## src/rtl/core/csfr_ram.sv

```systemverilog
module csfr_ram #(
  parameter int WIDTH = 8,
  parameter int DEPTH = 64,
  parameter int AW    = (DEPTH > 1) ? $clog2(DEPTH) : 1
) (
  input  logic             clk,
  input  logic             we,
  input  logic [AW-1:0]    waddr,
  input  logic [WIDTH-1:0] wdata,
  input  logic [AW-1:0]    raddr,
  output logic [WIDTH-1:0] rdata
);

  logic [WIDTH-1:0] mem [DEPTH];

  always_ff @(posedge clk) begin
    if (we) begin
      mem[waddr] <= wdata;
    end
    rdata <= mem[raddr];
  end

endmodule

```

## config.mk

```make
export PLATFORM = sky130hd
export DESIGN_NAME = csfr_ram
export DESIGN_NICKNAME = d
export VERILOG_FILES = /design/src/rtl/core/csfr_ram.sv
export SDC_FILE = /design/constraint.sdc
export NUM_CORES = 1
export LEC_CHECK = 0
export CORE_AREA = 2 2 272 274
export CTS_BUF_LIST = sky130_fd_sc_hd__clkbuf_8
export CTS_CLUSTER_DIAMETER = 60
export CTS_CLUSTER_SIZE = 28
export DETAILED_ROUTE_END_ITERATION = 7
export DIE_AREA = 0 0 274 276
export DONT_BUFFER_PORTS = 1
export GPL_TIMING_DRIVEN = 0
export PLACE_DENSITY = 0.39
export SLEW_MARGIN = 20
export SYNTH_ARGS = -nofsm -noshare
export SYNTH_HDL_FRONTEND = slang
export SYNTH_SLANG_ARGS = --single-unit
```

## constraint.sdc

```tcl
create_clock -name clk -period 2.05 [get_ports clk]
set_input_delay 0.5125 -clock clk [delete_from_list [all_inputs] [get_ports clk]]
set_output_delay 0.5125 -clock clk [all_outputs]
set_load 0.01 [all_outputs]
```

==> results of run 1 <==
[per-stage QoR]
step | utilization (%) | area (sq um) | hold WS [ns] | instances
floorplan | - | 20200 | 0.611 | 940
detailed placement | 29.5 | 21400 | 0.616 | 1899
global placement | 29.5 | 21400 | 0.617 | 1899
finish | 31.9 | 23100 | 0.194 | 1986
global route | 31.9 | 23100 | 0.158 | 1986
CTS | 31.7 | 23000 | 0.163 | 1986
[worst max-delay path by stage]
stage | from | to | slack [ns] | depth (start not counted)
2_1_floorplan | raddr[0] | rdata[7]$_DFF_P_ | -0.01 | 7
3_3_place_gp | raddr[1] | rdata[3]$_DFF_P_ | -1.58 | 9
3_5_place_dp | raddr[2] | rdata[3]$_DFF_P_ | -1.61 | 7
4_1_cts | waddr[2] | mem[12][3]$_DFFE_PP_ | -0.1 | 4
5_1_grt | waddr[1] | mem[14][1]$_DFFE_PP_ | -0.14 | 3
6_report | waddr[2] | mem[46][0]$_DFFE_PP_ | -0.13 | 3
[what timing repair did]
action / in CTS / in global routing
hold buffers: 9 / 0
endpoints found under the hold margin: 514 / 0
setup buffers: 3 / 0
resized for setup: 126 / 23
setup endpoints to repair: 405 / 164
pin swaps: 3 / 4
[flip-flops by register name, summed over array words and instances (netlist names)]
name   flops
mem      512
rdata      8
[critical path: cells and delay by family]
family                 cells  cell delay [ns]
buffers and inverters      1             0.40
AND/OR/NAND/NOR            2             1.57
[power groups by stage]
stage / clock network, mW / logic (mW) / registers (mW)
2_1_floorplan: 0 / 0.637 / 12.0
3_3_place_gp: 0 / 1.04 / 12.0
3_5_place_dp: 0 / 1.03 / 12.0
4_1_cts: 6.59 / 1.36 / 11.8
5_1_grt: 7.00 / 1.44 / 11.8
6_report: 6.38 / 1.36 / 11.8
[final cells by class]
| class | instances | area [sq um] |
|---|---|---|
| flip-flops and latches | 520 | 15500 |
| plain buffers | 50 | 428 |
| well taps | 959 | 1200 |
| clock buffers | 41 | 564 |
| clock inverters | 35 | 350 |
| multi-input cells | 369 | 4800 |
| repair buffers | 12 | 253 |
| fillers | 7020 | 49500 |
[layer usage]
metal	vias up	GRT usage [%]
met5	-	0
met1	5171	21.8
met4	4	4.04
met2	194	23.8
met3	85	3.17
li1	4027	-
[layout by cell type, fill, tap and decap left out, types with 3 or more instances in the layout]
cell type,Yosys,routed
a211oi_1,4,4
a21oi_1,3,3
a221oi_1,6,3
a221oi_2,0,3
a22oi_1,3,3
buf_12,2,3
buf_16,0,8
buf_4,13,15
buf_6,4,11
buf_8,0,3
bufinv_16,0,3
clkbuf_1,17,8
clkbuf_2,0,7
clkbuf_4,0,3
clkbuf_8,0,41
clkinv_1,0,4
clkinv_2,0,5
clkinv_4,0,6
clkinvlp_4,0,7
dfxtp_1,8,8
edfxtp_1,512,512
inv_6,0,4
mux2_2,13,11
mux2i_1,23,21
mux4_2,126,126
nand2_1,19,19
nand2b_1,7,7
nand3_1,13,9
nand3_2,0,3
nand3b_1,3,3
nor2_1,83,24
nor2_2,0,48
nor2_4,0,11
nor2b_1,14,14
nor3_1,7,3
o2111ai_1,3,3
o221ai_1,8,6
o22ai_1,8,8
o2bb2ai_2,0,3
[logic make-up after synthesis]
logic type / count (synthesis) / share of synthesized area, %
multiplexers: 162 / 15.9
AND/OR/NAND/NOR: 153 / 3.39
flip-flops: 520 / 77.0
buffers and inverters: 51 / 1.57
AO/OA/AOI/OAI: 54 / 2.07
==> run metrics, run 1 <==
Final Cycle Share=106%; met3 routed WL=2330 um; Async SR Flop Fraction=0%; Synth Cell Area=20200 sq um; core outline area=72600 sq um; Skew-Pair Late Insertion Delay=0.70 ns; Yosys top cell area share=76.2%; DR vias/cell=4.77; total global routing overflow=0; largest cells by area after synthesis=edfxtp_1, mux4_2, nor2_1; critical path peak fanout=10; critical-path cell list=clkbuf_1 -> nand3_1 -> nor2_2; CP required=2.35 ns; Clock power frac=32.7%; CTS tree=done; most common cell in the synthesized netlist=edfxtp_1; CTS Buf Count=41; Num Clock Sinks=520; P&R area growth vs syn=14.7%; Register-to-Register Path Depth=5; FF+latch count, synth=520; HP Class=primary input to flip-flop; CP Launch Type=primary input; GRT Total Usage=15.3%; Commonest cells post-synth=edfxtp_1, mux4_2, nor2_1; Max Root-Sink Buffers=3; # IOs=30; Post-synth EDFFs=512; Starting DRT DRC Count=870; setup_tns=-9.77 ns; Critical R2R Launch=mem[21][1]$_DFFE_PP_; clk slew on worst S/H paths=0.14 ns; Pint=14.7 mW; LEAKAGE=6.81 nW; failing checks=negative setup slack; antenna-violating nets left=0; status=finished with violations; highest clock rate=0.458 GHz; Residual DRC=0; minimum clock period=2.18 ns; WL final=57500 um; Initial Utilization=27.8%; post-synthesis net count=962; Critical R2R Capture=rdata[1]$_DFF_P_; synthesized area per cell=21.5 sq um; Synth Instances=940; routability congestion estimate from global placement=0.766; Hold Path Sink=mem[31][3]$_DFFE_PP_; first-pass GRT wire length=80500 um; Top FF cell, synth=edfxtp_1; Clock Skews=0.0419 ns; Final Power=19.5 mW; Total Nets Final=1016; final setup margin=-0.132 ns; WL met1=26700 um; die area=75600 sq um; Sequential Power Share=60.4%; Switching Power=4.81 mW; Die Wd=274 um; Max-cap violations=0; WL/cell=28.9 um; Detailed Routing Iterations Pass 1=5; H-tree depth=2; port bufs=0; share of layout cells above drive strength 1=34.4%; P per Cell Area=844 nW/um^2; Final HPWL DP=35700 um; vias post-DR=9481; CP max-delay cell=nor2_2; Worst setup EP type=flip-flop; Worst Hold Depth=1; setup violators final=130; dpl ws=-1.61 ns; initial antenna violation count=3; largest net degree at the start of global routing=65; vias in the first global route=10100; Gate power share=7.0%; register area share after synthesis=77.0%; Slew @ Worst Pin=0.996 ns; Worst EP arrival=2.49 ns; Setup CP Type=primary input to flip-flop; Sw Ratio=24.7%; Worst VDD drop=0.483 mV; synth unique cells=40; RSZ-0062 raised after global routing=true; Crit path largest cell delay=0.79 ns; root buffer cell=clkbuf_8; fin. max-slew vios=0; relative slew slack=33.5%; Hold Startpoint=wdata[3]; Yosys warnings=0; Core Rows=99; die height=276 um; Max Used Layer=met5; Hold Fails Final Rpt=0; ant diodes=0; R2R setup slack=0.03 ns; Yosys top cell by area=edfxtp_1; DR WL met2=26900 um
(Power assumes the default switching activity.)
==> run 2, diff against run 1 <==
- TNS_END_PERCENT: default -> 20
==> run 2 against run 1 <==
  * The run still ends with negative setup slack left
  * Count of clock-buffer cells in the layout is 5 higher
  * Global-route usage decreased by 0.13 points
  * Non-clock buffer count grew 3
  * First-iteration DRC count fell by 3.2%
  * Total power grew 4.0%
  * Combinational power hardly changed
  * Critical path depth is the same
  * Sequential cell count unchanged
  * Highest routed layer is now met4
==> run metrics, run 2 (synthesis results as in run 1) <==
status=finished with violations; failing checks=negative setup slack; Max-cap violations=0; P&R area growth vs syn=15.4%; R2R setup slack=0 ns; Clock power frac=35.4%; P per Cell Area=872 nW/um^2; Num Clock Sinks=520; Slew @ Worst Pin=0.914 ns; Total Nets Final=1022; # IOs=30; Worst setup EP type=flip-flop; LEAKAGE=6.90 nW; placed insts=1901; CP max-delay cell=nand3_1; setup violators final=142; Max Root-Sink Buffers=3; Pint=15.3 mW; port bufs=0; Clock Skews=0.0461 ns; Sw Ratio=24.5%; die area=75600 sq um; CP startpoint=waddr[1]; clk slew on worst S/H paths=0.14 ns; largest net degree at the start of global routing=65; Skew-Pair Late Insertion Delay=0.67 ns; Die Wd=274 um; die height=276 um; Register-to-Register Path Depth=5; DR vias/cell=4.80; Sequential Power Share=58.1%; RSZ-0062 raised after global routing=true; first-pass GRT wire length=79900 um; biggest regs=mem (512), rdata (8); critical-path cell list=clkbuf_1 -> nand3_1 -> nor2_2; root buffer cell=clkbuf_8; Residual DRC=0; Switching Power=4.96 mW; commonest cells after routing, fill and taps aside=edfxtp_1, mux4_2, clkbuf_8, nor2_2, nor2_1; commonest non-fill, non-tap cell in the layout=edfxtp_1; max reg flops=512; relative slew slack=38.8%; critical path peak fanout=10; Final Cycle Share=106%; setup_tns=-8.38 ns; CTS Buf Count=44; Crit path largest cell delay=0.76 ns; Top Family by Delay on Critical Path=simple AND/OR/NAND/NOR gates; share of layout cells above drive strength 1=34.3%; antenna-violating nets left=0; worst path buffer plus inverter count=1; post-route cell area=23300 sq um; vias in the first global route=10000; core outline area=72600 sq um; routability congestion estimate from global placement=0.760; WL/cell=28.6 um; Core Util, Final=32.1%; Final Power=20.3 mW; CP Launch Type=primary input; WL final=57100 um; fin. max-slew vios=0; H-tree depth=2; Setup CP Type=primary input to flip-flop; CTS tree=done; initial antenna violation count=0; HP Class=primary input to flip-flop; vias post-DR=9584; Worst EP arrival=2.48 ns; total global routing overflow=0; Gate power share=6.6%; critical path endpoint=mem[46][2]$_DFFE_PP_; Critical R2R Launch=mem[21][6]$_DFFE_PP_; highest clock rate=0.460 GHz; minimum clock period=2.18 ns; Hold Fails Final Rpt=0; Final HPWL DP=35800 um; Critical R2R Capture=rdata[6]$_DFF_P_; Worst VDD drop=0.529 mV; GRT Total Usage=15.2%; Top reg by flops=mem; Detailed Routing Iterations Pass 1=5; final setup margin=-0.126 ns; Initial Utilization=27.8%; fin cells=1998; Core Rows=99; DP Area=21400 sq um; CP Depth=3; CP required=2.36 ns; Starting DRT DRC Count=842
==> run 2: per-stage QoR <==
step	setup slack, ns	hold WS, ns
2_1_floorplan	-0.0110	0.611
3_3_place_gp	-1.65	0.617
3_5_place_dp	-1.60	0.618
4_1_cts	-0.307	0.154
5_1_grt	-0.173	0.158
6_report	-0.126	0.199
==> run 2: how the worst min path moves through the flow <==
stage | startpoint | to | cells past startpoint
global route | wdata[4] | mem[51][4]$_DFFE_PP_ | 1
floorplan | wdata[0] | mem[0][0]$_DFFE_PP_ | 0
finish | wdata[4] | mem[51][4]$_DFFE_PP_ | 1
CTS | raddr[5] | rdata[7]$_DFF_P_ | 3
global placement | wdata[4] | mem[32][4]$_DFFE_PP_ | 0
detailed placement | wdata[4] | mem[32][4]$_DFFE_PP_ | 0
==> run 2: cell type report <==
cell class,count,area [sq um]
fillers,7019,49300
flip-flops and latches,520,15500
multi-input cells,369,4740
well taps,959,1200
clock buffers,46,633
clock inverters,36,465
plain buffers,50,422
repair buffers,15,275
diodes,3,7.51
==> run 2: layer usage <==
metal  global-route usage, %  wire length (um)
met3                    2.84              2740
met2                    24.3             27400
met1                    21.0             25700
met5                       0                 0
met4                    4.17              1250
==> run 2: timing repair <==
| item | 4_1_cts | 5_1_grt |
|---|---|---|
| setup endpoints to repair | 406 | 319 |
| endpoints found under the hold margin | 514 | 0 |
| hold buffers | 9 | 0 |
| gates resized for setup | 105 | 32 |
| buffers inserted | 4 | 0 |
| pin swaps | 1 | 1 |
==> run 2: worst reg2reg max path: stages (launching register included) <==
cell	delay [ns]
edfxtp_1	0.37
mux4_2	0.51
mux2_2	0.33
o221a_2	0.32
nor3_4	0.25
o32ai_2	0.17
==> run 2: power by group through the flow <==
stage                     sequential [mW]  clock (mW)  combinational [mW]
after global routing                 11.8        7.78                1.42
after floorplan                      12.0           0               0.636
after global placement               12.0           0                1.04
after detailed placement             12.0           0                1.03
after CTS                            11.8        7.41                1.34
final                                11.8        7.18                1.33
